**config.mk**
```make
export PLATFORM = sky130hd
export DESIGN_NAME = frame_diff_span_finder_top
export DESIGN_NICKNAME = d
export VERILOG_FILES = /design/src/fdsf_pkg.sv /design/src/fdsf_lane.sv /design/src/fdsf_merge.sv /design/src/frame_diff_span_finder_top.sv
export SDC_FILE = /design/constraint.sdc
export NUM_CORES = 1
export LEC_CHECK = 0
export ABC_AREA = 0
export ABC_CLOCK_PERIOD_IN_PS = 4600
export BUFFER_PORTS_ARGS = -buffer_cell sky130_fd_sc_hd__buf_4
export CAP_MARGIN = 15
export CORE_AREA = 5 5 148 79
export CTS_BUF_LIST = sky130_fd_sc_hd__clkbuf_4 sky130_fd_sc_hd__clkbuf_8
export DETAILED_ROUTE_END_ITERATION = 10
export DIE_AREA = 0 0 153 84
export MAX_ROUTING_LAYER = met4
export PLACE_DENSITY_LB_ADDON = 0.05
export SYNTH_ARGS = -nofsm -noshare
export SYNTH_HDL_FRONTEND = slang
export SYNTH_SLANG_ARGS = --single-unit
```
**constraint.sdc**
```tcl
create_clock -name clk_i -period 4.6 [get_ports clk_i]
set_input_delay 0.92 -clock clk_i [delete_from_list [all_inputs] [get_ports clk_i]]
set_output_delay 0.92 -clock clk_i [all_outputs]
set_load 0.03 [all_outputs]
```
**src/fdsf_pkg.sv**
```systemverilog
package fdsf_pkg;

  // Frame limits
  localparam int unsigned MaxWidth  = 512;
  localparam int unsigned MaxHeight = 512;

  // Pixel word layout
  localparam int unsigned Lanes   = 4;
  localparam int unsigned PixW    = 8;
  localparam int unsigned WordW   = Lanes * PixW;
  localparam int unsigned LaneIdW = $clog2(Lanes);

  // Register and position widths
  localparam int unsigned RegW   = 10;
  localparam int unsigned ColW   = 9;
  localparam int unsigned RowW   = 9;
  localparam int unsigned WColW  = 7;
  localparam int unsigned WCntW  = WColW + 1;
  localparam int unsigned CfgIdxW = 1;

  // Stream widths
  localparam int unsigned InDataW  = 2 * WordW;
  localparam int unsigned OutDataW = 32;

  // Register indexes
  typedef enum logic [CfgIdxW-1:0] {
    REG_FRAME_WIDTH  = 1'b0,
    REG_FRAME_HEIGHT = 1'b1
  } fdsf_reg_e;

  // Merged lane result for one word
  typedef struct packed {
    logic               any;
    logic [LaneIdW-1:0] first;
    logic [LaneIdW-1:0] last;
  } fdsf_hit_t;

  // Saturate a register value to 1..hi
  function automatic logic [RegW-1:0] clamp_dim(input logic [RegW-1:0] v,
                                                input logic [RegW-1:0] hi);
    logic [RegW-1:0] r;
    if (v == '0) begin
      r = RegW'(1);
    end else if (v > hi) begin
      r = hi;
    end else begin
      r = v;
    end
    return r;
  endfunction

endpackage

```
**src/fdsf_lane.sv**
```systemverilog
module fdsf_lane
  import fdsf_pkg::*;
(
  input  logic [PixW-1:0] new_pix_i,
  input  logic [PixW-1:0] old_pix_i,
  input  logic [RegW-1:0] column_i,
  input  logic [RegW-1:0] width_i,
  output logic            diff_o
);

  // Padding columns past the visible width count as equal
  assign diff_o = (column_i < width_i) && (new_pix_i != old_pix_i);

endmodule

```
**src/fdsf_merge.sv**
```systemverilog
module fdsf_merge
  import fdsf_pkg::*;
(
  input  logic [Lanes-1:0] diff_i,
  output fdsf_hit_t        hit_o
);

  // Lowest and highest differing lane
  always_comb begin
    hit_o.any   = |diff_i;
    hit_o.first = '0;
    hit_o.last  = '0;
    for (int k = Lanes - 1; k >= 0; k--) begin
      if (diff_i[k]) begin
        hit_o.first = LaneIdW'(k);
      end
    end
    for (int k = 0; k < Lanes; k++) begin
      if (diff_i[k]) begin
        hit_o.last = LaneIdW'(k);
      end
    end
  end

endmodule

```
**src/frame_diff_span_finder_top.sv**
```systemverilog
// Frame difference span finder.
// Input stream: one transfer per 32-bit word pair, new frame pixels in
// tdata[31:0] and previous frame pixels in tdata[63:32], row-major order,
// pixel 4w+k of a row in byte k. A row takes ceil(frame_width/4) words.
// Output stream: one transfer per closed span (tuser = 1) with row, first
// and last column; tlast marks the result of the frame's last word, which
// is sent even when no span closes there (tuser = 0, fields zero).
// Config channel: index 0 writes frame_width, index 1 frame_height; values
// saturate to 1..512. Write only while the streams are idle.
// A result is registered and appears on the output in the cycle after the
// word that closes it is transferred. Input: one word per cycle when not
// stalled; the four byte lanes compare in parallel and the span tracker
// updates on each accepted word. A single output register holds the
// pending result; input is taken whenever that register is empty or is
// being drained the same cycle, so a stalled receiver backs up into
// s_axis_tready after one result. Reset clears the position, any open
// span and the output register, and restores width 320 and height 240.
module frame_diff_span_finder_top
  import fdsf_pkg::*;
(
  input  logic                 clk_i,
  input  logic                 rst_ni,
  // Input words
  input  logic                 s_axis_tvalid_i,
  output logic                 s_axis_tready_o,
  input  logic [InDataW-1:0]   s_axis_tdata_i,   // new_pixels[31:0], old_pixels[63:32]
  // Span results
  output logic                 m_axis_tvalid_o,
  input  logic                 m_axis_tready_i,
  output logic [OutDataW-1:0]  m_axis_tdata_o,   // span_row[8:0], span_first[17:9],
                                                 // span_last[26:18], zero pad
  output logic                 m_axis_tuser_o,   // span_valid[0]
  output logic                 m_axis_tlast_o,   // frame_done
  // Configuration writes
  input  logic                 cfg_valid_i,
  output logic                 cfg_ready_o,
  input  logic [CfgIdxW-1:0]   cfg_index_i,
  input  logic [RegW-1:0]      cfg_data_i
);

  localparam logic [RegW-1:0] WidthReset  = RegW'(320);
  localparam logic [RegW-1:0] HeightReset = RegW'(240);
  localparam logic [RegW-1:0] WidthMax    = RegW'(MaxWidth);
  localparam logic [RegW-1:0] HeightMax   = RegW'(MaxHeight);

  logic [RegW-1:0]  width_q, height_q;
  logic [WColW-1:0] wcol_q, wcol_d;
  logic [RowW-1:0]  row_q, row_d;
  logic             open_q, open_d;
  logic [ColW-1:0]  open_first_q, open_first_d;
  logic [ColW-1:0]  open_last_q, open_last_d;

  logic             out_valid_q;
  logic [RowW-1:0]  out_row_q;
  logic [ColW-1:0]  out_first_q, out_last_q;
  logic             out_span_q, out_done_q;

  logic [RegW-1:0]  width_c, height_c;
  logic [WCntW-1:0] words_c;
  logic [ColW-1:0]  base;
  logic [Lanes-1:0] diff;
  fdsf_hit_t        hit;
  logic             in_xfer, row_end, frame_end, emit;
  logic [WCntW-1:0] wcol_inc;
  logic [RegW-1:0]  row_inc;

  // Configuration registers
  assign cfg_ready_o = 1'b1;

  always_ff @(posedge clk_i or negedge rst_ni) begin
    if (!rst_ni) begin
      width_q  <= WidthReset;
      height_q <= HeightReset;
    end else if (cfg_valid_i) begin
      case (fdsf_reg_e'(cfg_index_i))
        REG_FRAME_WIDTH:  width_q  <= cfg_data_i;
        REG_FRAME_HEIGHT: height_q <= cfg_data_i;
        default: ;
      endcase
    end
  end

  // Effective geometry
  assign width_c  = clamp_dim(width_q, WidthMax);
  assign height_c = clamp_dim(height_q, HeightMax);
  assign words_c  = WCntW'((11'(width_c) + 11'd3) >> 2);
  assign base     = {wcol_q, 2'b00};

  // Byte lanes
  for (genvar k = 0; k < Lanes; k++) begin : g_lane
    fdsf_lane u_lane (
      .new_pix_i (s_axis_tdata_i[k*PixW +: PixW]),
      .old_pix_i (s_axis_tdata_i[WordW + k*PixW +: PixW]),
      .column_i  (RegW'(base) + RegW'(k)),
      .width_i   (width_c),
      .diff_o    (diff[k])
    );
  end

  fdsf_merge u_merge (
    .diff_i (diff),
    .hit_o  (hit)
  );

  // Handshake
  assign s_axis_tready_o = !out_valid_q || m_axis_tready_i;
  assign in_xfer         = s_axis_tvalid_i && s_axis_tready_o;

  // Position tracking
  assign wcol_inc  = WCntW'(wcol_q) + WCntW'(1);
  assign row_inc   = RegW'(row_q) + RegW'(1);
  assign row_end   = wcol_inc >= words_c;
  assign frame_end = row_end && (row_inc >= height_c);

  // Span tracking
  always_comb begin
    open_d       = open_q;
    open_first_d = open_first_q;
    open_last_d  = open_last_q;
    emit         = 1'b0;
    if (hit.any) begin
      if (!open_q) begin
        open_d       = 1'b1;
        open_first_d = base | ColW'(hit.first);
      end
      open_last_d = base | ColW'(hit.last);
    end else if (open_q) begin
      emit = 1'b1;
    end
    if (row_end && open_d) begin
      emit = 1'b1;
    end
    if (emit) begin
      open_d = 1'b0;
    end
    wcol_d = row_end ? '0 : wcol_inc[WColW-1:0];
    row_d  = row_end ? (frame_end ? '0 : row_inc[RowW-1:0]) : row_q;
  end

  always_ff @(posedge clk_i or negedge rst_ni) begin
    if (!rst_ni) begin
      wcol_q       <= '0;
      row_q        <= '0;
      open_q       <= 1'b0;
      open_first_q <= '0;
      open_last_q  <= '0;
    end else if (in_xfer) begin
      wcol_q       <= wcol_d;
      row_q        <= row_d;
      open_q       <= open_d;
      open_first_q <= open_first_d;
      open_last_q  <= open_last_d;
    end
  end

  // Output register
  always_ff @(posedge clk_i or negedge rst_ni) begin
    if (!rst_ni) begin
      out_valid_q <= 1'b0;
    end else if (in_xfer) begin
      out_valid_q <= emit || frame_end;
    end else if (m_axis_tready_i) begin
      out_valid_q <= 1'b0;
    end
  end

  always_ff @(posedge clk_i) begin
    if (in_xfer) begin
      out_row_q   <= emit ? row_q : '0;
      out_first_q <= emit ? open_first_d : '0;
      out_last_q  <= emit ? open_last_d : '0;
      out_span_q  <= emit;
      out_done_q  <= frame_end;
    end
  end

  assign m_axis_tvalid_o = out_valid_q;
  assign m_axis_tdata_o  = OutDataW'({out_last_q, out_first_q, out_row_q});
  assign m_axis_tuser_o  = out_span_q;
  assign m_axis_tlast_o  = out_done_q;

endmodule
```
# Word-level counts from Yosys, hierarchy flattened
# Index checks and enable logic that the tools add are counted.
# W data, S select, Z words.
# totals
in_bits	80
ff_bits	85
output_inout_bits	37
wordCells	74
# op_classes
bitwise_logic	3
magnitude_cmp	8
n_reduce_logical	17
eq_ne	4
mux	23
addsub	6
# op_table
op	count
$mux W10	4
$mux W9	4
$ne A8 B8 Y1	4
$lt A10 B10 Y1	3
$add A9 B1 Y10 const B	2
$add A9 B2 Y10 const B	2
$gt A10 B10 Y1 const B	2
$logic_not A10 Y1	2
$or A9 B2 Y9	2
$mux W2	6
$add A10 B2 Y10 const B	1
$ge A10 B10 Y1	1
$lt A9 B10 Y1	1
$add A7 B1 Y8 const B	1
$ge A8 B8 Y1	1
$mux W1	8
$logic_and A1 B1 Y1	7
$mux W7	1
$reduce_and A2 Y1	3
$reduce_or A4 Y1	1
$logic_or A1 B1 Y1	2
$reduce_bool A2 Y1	1
$logic_not A1 Y1	1
$not A1 Y1	1

# Logic depth before layout (Yosys ltp)
# Gate-level depths: netlist of the first run.
# logic_depth
ltp_word	12
mapped_depth	15
mapped_depth_nobuf	14

# Cells and area by module
# A second synthesis of the first run with hierarchy kept.
# unflattened
hier_cells	533
hier_area_um2	5620.4
# modules_own_cells
mod	seq_area_each_um2	area_each_um2	cells_per_inst	instances
frame_diff_span_finder_top	2279.7	4304.1	366	1
fdsf_lane	0.0	317.8	40	4
fdsf_merge	0.0	45.0	7	1

# Worst setup path before layout of the first run
# OpenSTA, ideal clock, no wires.
# synth_path
kind	flip-flop to flip-flop
startpoint	reg width_q[1]
endpoint	reg out_first_q[4] (data pin)
setup_ns	0.256
t_required_ns	4.344
n_path_buf	1
path_slack_ns	1.351
arrival_ns	2.992
period_less_slack_ns	3.249
stages_incl_launch_ff	14
cell_sequence	dfrtp_1 nor2_1 nor2b_1 nand3_1 nor2_1 xor2_1 ha_1 a21o_1 a2111oi_0 o21ai_0 and2_1 clkbuf_1 o21a_1 a22o_1
# synth_between
elab_chain_cells	9
word_cells_on_any_way	20
classes_between	add/sub (1); order compare (6); mux (6); reduce/logical (7)
# synth_lines
element	line	source
start: declaration	frame_diff_span_finder_top.sv:46	logic [RegW-1:0] width_q, height_q;
start signal: assignment	frame_diff_span_finder_top.sv:72	width_q <= WidthReset;
start signal: assignment	frame_diff_span_finder_top.sv:76	REG_FRAME_WIDTH: width_q <= cfg_data_i;
$gt A10 B10 Y1	fdsf_pkg.sv:44	end else if (v > hi) begin
$mux W10	fdsf_pkg.sv:44	
$mux W10 *	fdsf_pkg.sv:42	if (v == '0) begin
parallel branches: the longest is 6 deep, another holds $add A10 B2 Y10	--	
end signal: assignment	frame_diff_span_finder_top.sv:170	out_first_q <= emit ? open_first_d : '0;
end: declaration	frame_diff_span_finder_top.sv:55	logic [ColW-1:0] out_first_q, out_last_q;
# Every way passes the cells marked *.
# A chain may end at the register's enable or synchronous reset.

# Worst setup path in the final report of the first run
# layout_path
startpoint	reg width_q[1]
endpoint	reg out_first_q[5] (data pin)
# The elaborated chain is that of the path after synthesis.

==> results of run 1 <==
-- synth_stat cells (2+ instances only) --
master / count / area, µm²
nor2_1: 20 / 75.1
a21o_1: 8 / 60.1
clkbuf_1: 10 / 37.5
a32o_1: 2 / 20.0
nor4_1: 9 / 56.3
o21ai_1: 3 / 15.0
inv_1: 8 / 30.0
o31ai_1: 4 / 30.0
xnor2_1: 18 / 158
and3_1: 5 / 31.3
nor3_1: 6 / 30.0
dfstp_2: 6 / 158
a21oi_1: 10 / 50.1
nor2b_1: 4 / 25.0
nand3b_1: 2 / 15.0
nand2b_1: 23 / 144
nand4_1: 2 / 12.5
edfxtp_1: 29 / 871
buf_4: 7 / 52.6
xor2_1: 31 / 272
o21ai_0: 20 / 100
ha_1: 28 / 350
or2_2: 2 / 12.5
conb_1: 2 / 7.51
mux2i_1: 8 / 80.1
and2_1: 10 / 62.6
mux2_2: 32 / 360
nand3_1: 16 / 80.1
nand2_1: 42 / 158
dfrtp_1: 50 / 1250
o21ai_2: 3 / 26.3
a22o_1: 10 / 87.6
-- path summary, 6_finish.rpt --
| path | start | to | cells past startpoint | slack, ns |
|---|---|---|---|---|
| setup / recovery | width_q[1]$_DFFE_PN0P_ | out_first_q[5]$_SDFFCE_PN0P_ | 12 | 0.94 |
| hold / removal | open_last_q[2]$_DFFE_PN0P_ | open_last_q[2]$_DFFE_PN0P_ | 2 | 0.50 |
| setup reg to reg | width_q[1]$_DFFE_PN0P_ | out_first_q[5]$_SDFFCE_PN0P_ | 12 | 0.94 |
| hold reg to reg | open_last_q[2]$_DFFE_PN0P_ | open_last_q[2]$_DFFE_PN0P_ | 2 | 0.50 |
| max in group asynchronous | rst_ni | open_last_q[7]$_DFFE_PN0P_ | 1 | 3.48 |
| min in group asynchronous | rst_ni | height_q[9]$_DFFE_PN0P_ | 1 | 0.61 |
-- area by class of cell --
| class | instances | area, µm² | share of cell area |
|---|---|---|---|
| clock buffer | 10 | 131 | 0.0214 |
| inverter | 10 | 37.5 | 0.00612 |
| sequential | 85 | 2280 | 0.372 |
| tap | 145 | 181 | 0.0296 |
| multi-input combinational | 346 | 2590 | 0.422 |
| timing repair buffer | 112 | 841 | 0.137 |
| clock inverter | 6 | 71.3 | 0.0116 |
-- layer usage --
metal  share of wire  vias up  GRT usage
met1            0.50     1768      0.278
met2            0.42      141      0.272
li1                -     1839          -
met3           0.069        4     0.0539
met5               0        -          -
met4          0.0049        0     0.0428
-- flip-flops by register name, summed over array words and instances (netlist names) --
register,flops
width_q,10
open_first_q,9
out_first_q,9
height_q,10
open_q,1
out_row_q,9
open_last_q,9
m_axis_tvalid_o,1
row_q,9
m_axis_tlast_o,1
m_axis_tuser_o,1
wcol_q,7
out_last_q,9
-- logic make-up (layout without fill, tap and decap cells) --
logic type,after synthesis,count (layout),share of synthesized area
and+or+nand+nor,146,146,0.151
DFF,85,85,0.456
AOI/OAI and AO/OA,77,77,0.118
xor gates and xnor gates,49,49,0.0858
muxes,40,40,0.0880
buffers and inverters,30,138,0.0295
adders and majority gates,28,28,0.0700
other,2,6,0.00150
-- worst max-delay path: stages, from the launching register on --
cell and delay (ns):
dfrtp_1 0.44, nor2_1 0.10, nor2b_1 0.25, nand3_1 0.22, nor2_1 0.24, xor2_1 0.19
ha_1 0.27, a21o_1 0.16, a2111oi_0 0.38, o21ai_0 0.24, and2_1 0.32, o21a_1 0.33
a22o_1 0.28
-- where the power goes --
part	internal, mW	switching, mW
sequential	0.971	0.190
clock	0.264	0.285
combinational	0.453	0.598
total	1.69	1.07
==> results.yml, run 1 <==
outcome:
  status: "finished clean"
placement:
  io_buffers: 110
  place_ws_ns: 0.970
  dp_cells: 698
  gp_congestion: 0.842
  dp_hpwl_mm: 9.24
  place_area_um2: 5930
critical_path:
  crit_path_start_kind: "register"
  worstSetupEndpointType: "register"
  path_class: "register to register"
  crit_fanout: 10
  cp.required_ns: 4.71
  critPathArrivalTime_ns: 3.77
grt:
  grt_overflow: 0
  grt.total_usage: 0.193
  grt_max_degree: 57
  grt_pass1_wl_mm: 19.5
  grt_pass1_vias: 3852
  antenna_found_initial: 0
die:
  core-area_um2: 10500
  dieHeight_um: 84
  start_util: 0.478
  dieArea_um2: 12900
  die_x_um: 153
  placementRows: 27
  ioPinCount: 117
final_layout:
  mostFrequentLayoutCells: "buf_4, dfrtp_1, nand2_1"
  diodes: 0
  fin_area_um2: 6130
  syn2layout_area_growth_pct: 22.6
  utilization: 0.586
  layout-drive-gt1-share: 0.320
  fill_cells: 933
  final_common_cell: "buf_4"
  final_cells: 714
  layout.nets: 672
timing:
  setup_slack_ns: 0.943
  setup_violations: 0
  finalClockSkew_ns: 0.00493
  rsz0062_at_grt: "no"
  max_freq_mhz: 273
  min_period_ns: 3.66
  worst_slew_pin_slew_ns: 0.883
  hold_viol_final: 0
  slew_headroom: 0.410
  setup_tns_ns: 0
  holdWs_ns: 0.495
  slew_viol_final: 0
  period_share: 0.795
yosys:
  synth_cell_types: 59
  synth_cells: 457
  postSynth.asyncResetShare: 0.659
  synth_flop_cell: "dfrtp_1"
  synthesis.yosys.warnings: 0
  synthesis.area_um2: 5000
  synth_seq_cells: 85
  syn_area_per_cell_um2: 10.9
  synth_edf_count: 29
  ys_seq_area_frac: 0.456
clocking:
  tritoncts: "yes"
  cts_resized: 0
  clk_latency_ns: 0.35
  cts_setup_buffers: 0
  htree_levels: 3
  clkSlewWorstSetupHoldPaths_ns: 0.09
  cts-buffers-inserted: 9
  max-clock-path-buffers: 2
  postCtsHoldBufs: 0
  root_buffer: "clkbuf_8"
  clock_sinks: 85
flow_run:
  maxCapViolations: 0
detailed_routing:
  routed_wl_mm: 11.7
  wl_per_cell_um: 16.3
  vias_per_cell: 5.25
  vias: 3752
  drc: 0
  dr.pass1.iters: 4
  drt_iter0_drc: 246
  postRouteAntennaNets: 0
power:
  power.total_mw: 2.76
  vdd_drop_max_mv: 0.164
  p_leak_nw: 2.71
  p_per_area_nw_per_um2: 450
worst_hold_path:
  worstHoldPathType: "register to register"
Note: power is estimated with default switching activity, not from simulation.
==> inputs of run 2 (changes only) <==
--- a/config.mk
+++ b/config.mk
@@ -6,7 +6,7 @@
 export NUM_CORES = 1
 export LEC_CHECK = 0
 export ABC_AREA = 0
-export ABC_CLOCK_PERIOD_IN_PS = 4600
+export ABC_CLOCK_PERIOD_IN_PS = 3500
 export BUFFER_PORTS_ARGS = -buffer_cell sky130_fd_sc_hd__buf_4
 export CAP_MARGIN = 15
 export CORE_AREA = 5 5 148 79
==> constraint.sdc (replaced) <==
create_clock -name clk_i -period 3.5 [get_ports clk_i]
set_input_delay 0.7 -clock clk_i [delete_from_list [all_inputs] [get_ports clk_i]]
set_output_delay 0.7 -clock clk_i [all_outputs]
set_load 0.03 [all_outputs]
==> run 2 against run 1 <==
  * First-iteration DRC count decreased by 1.6%
  * Routed wire length increased by 0.53%
  * Hold slack worse by 0.10 ns
  * Fmax increased by 12%
  * Global-route usage hardly changed
  * Non-clock buffer count increased by 14
  * Cell count is 2.0% higher
  * Flip-flop and latch count is the same
  * Design area increased by 1.9%
  * Critical path depth unchanged
  * Sequential power grew 28%
==> results.yml, run 2 (synthesis results as in run 1) <==
power:
  combPwrFrac: 0.404
  power_frac_clock: 0.195
  swShare: 0.384
  p_per_area_nw_per_um2: 596
  switching_power_mw: 1.43
  seq_power_share: 0.401
  p_leak_nw: 2.79
  vdd_drop_max_mv: 0.239
  internal_power_mw: 2.29
clocking:
  htree_levels: 3
  clk_latency_ns: 0.36
  cts-buffers-inserted: 9
  tritoncts: "yes"
  max-clock-path-buffers: 2
  clock_sinks: 85
  clkSlewWorstSetupHoldPaths_ns: 0.09
  root_buffer: "clkbuf_8"
timing:
  setup_tns_ns: 0
  finalClockSkew_ns: 0.00792
  slew_viol_final: 0
  slew_headroom: 0.457
  period_share: 0.931
  setup_violations: 0
  hold_viol_final: 0
  setup_slack_ns: 0.240
  worst_slew_pin_slew_ns: 0.812
  min_period_ns: 3.26
  max_freq_mhz: 307
final_layout:
  multi_input_area_um2: 2600
  syn2layout_area_growth_pct: 25.0
  register_area_um2: 2280
  mostFrequentLayoutCells: "buf_4, dfrtp_1, nand2_1"
  final_common_cell: "buf_4"
  top_regs: "height_q: 10 flops, width_q: 10 flops"
  layout.nets: 686
  layout-drive-gt1-share: 0.343
  fill_cells: 924
  diodes: 0
critical_path:
  crit_path_top_delay_cell: "dfrtp_1"
  cp_cell_sequence: "nor2_1 > nor2b_2 > nand3_1 > nor2_1 > xor2_1 > ha_1 > a21o_1 > a2111oi_1 > o21ai_0 > and2_1 > o21a_2 > a22o_1"
  worstSetupEndpointType: "register"
  critPathArrivalTime_ns: 3.37
  cp_common_cell: "nor2_1"
  crit_path_start_kind: "register"
  cp.required_ns: 3.61
  regToRegStartpoint: "width_q[0]$_DFFE_PN0P_"
  crit_fanout: 8
  cp_slowest_stage_delay_ns: 0.42
  crit_start: "width_q[0]$_DFFE_PN0P_"
  path_class: "register to register"
grt:
  grt_pass1_wl_mm: 19.4
  grt.total_usage: 0.193
  grt_pass1_vias: 3858
  grt_max_degree: 57
  antenna_found_initial: 0
  grt_overflow: 0
flow_run:
  maxCapViolations: 0
outcome:
  status: "finished clean"
die:
  placementRows: 27
  dieArea_um2: 12900
  die_x_um: 153
  dieHeight_um: 84
  ioPinCount: 117
  core-area_um2: 10500
  start_util: 0.478
detailed_routing:
  vias: 3741
  drt_iter0_drc: 242
  postRouteAntennaNets: 0
  drc: 0
  vias_per_cell: 5.14
  dr.pass1.iters: 4
  routed_wl_mm: 11.7
  wl_per_cell_um: 16.1
placement:
  place_ws_ns: 0.121
  gp_congestion: 0.858
  io_buffers: 110
  dp_hpwl_mm: 9.24
worst_hold_path:
  worstHoldPathType: "input port to asynchronous set/reset pin"
[run 2: path summary, 6_finish.rpt]
kind                                                endpoint  slack, ns  cells after the start
max in group asynchronous             width_q[1]$_DFFE_PN0P_       2.60                      1
worst min-delay path                  width_q[4]$_DFFE_PN0P_       0.40                      1
worst max-delay path            out_first_q[6]$_SDFFCE_PN0P_       0.24                     12
worst max register to register  out_first_q[6]$_SDFFCE_PN0P_       0.24                     12
worst min register to register    open_last_q[2]$_DFFE_PN0P_       0.50                      2
min in group clk_i                open_last_q[2]$_DFFE_PN0P_       0.50                      2
[run 2: worst max-delay path: cells and delay by family (launching register included)]
kind	cells	cell delay, ns
compound gates	5	1.28
xor+xnor	1	0.18
simple gates	5	0.85
fa+ha+maj	1	0.26
flops	1	0.42
[run 2: routing by layer]
layer,vias to the layer above,wire [µm],global-route usage
met4,0,44,0.0388
met3,7,844,0.0497
met1,1740,6010,0.284
met5,-,0,-
met2,130,4840,0.270
li1,1864,-,-
[run 2: per-stage QoR]
step / instances / utilization / area (µm²) / hold WS (ns) / power, mW
5_1_grt: 728 / 0.597 / 6250 / 0.441 / 3.99
4_1_cts: 727 / 0.595 / 6230 / 0.418 / 3.74
6_report: 728 / 0.597 / 6250 / 0.395 / 3.73
2_1_floorplan: 461 / - / 5020 / 0.404 / 2.46
3_5_place_dp: 711 / 0.576 / 6030 / 0.481 / 3.01
3_3_place_gp: 711 / 0.576 / 6030 / 0.465 / 2.96
[run 2: timing repair]
item | in CTS | in global routing
resized for setup | 0 | 5
buffers inserted | 0 | 1
endpoints found under the setup margin | 0 | 28
hold buffers | 0 | 0
[run 2: area by class of cell]
cell class                 count  area share
inverter                      10     0.00600
clock buffer                  10      0.0220
timing repair buffer         126       0.151
sequential                    85       0.365
multi-input combinational    346       0.416
clock inverter                 6      0.0110
tap                          145      0.0290
[run 2: power by group through the flow]
stage	Sequential, mW	Clock, mW	Combinational [mW]
global placement	1.50	0	1.46
CTS	1.49	0.750	1.50
finish	1.49	0.727	1.50
detailed placement	1.51	0	1.50
global route	1.53	0.793	1.67
floorplan	1.56	0	0.894
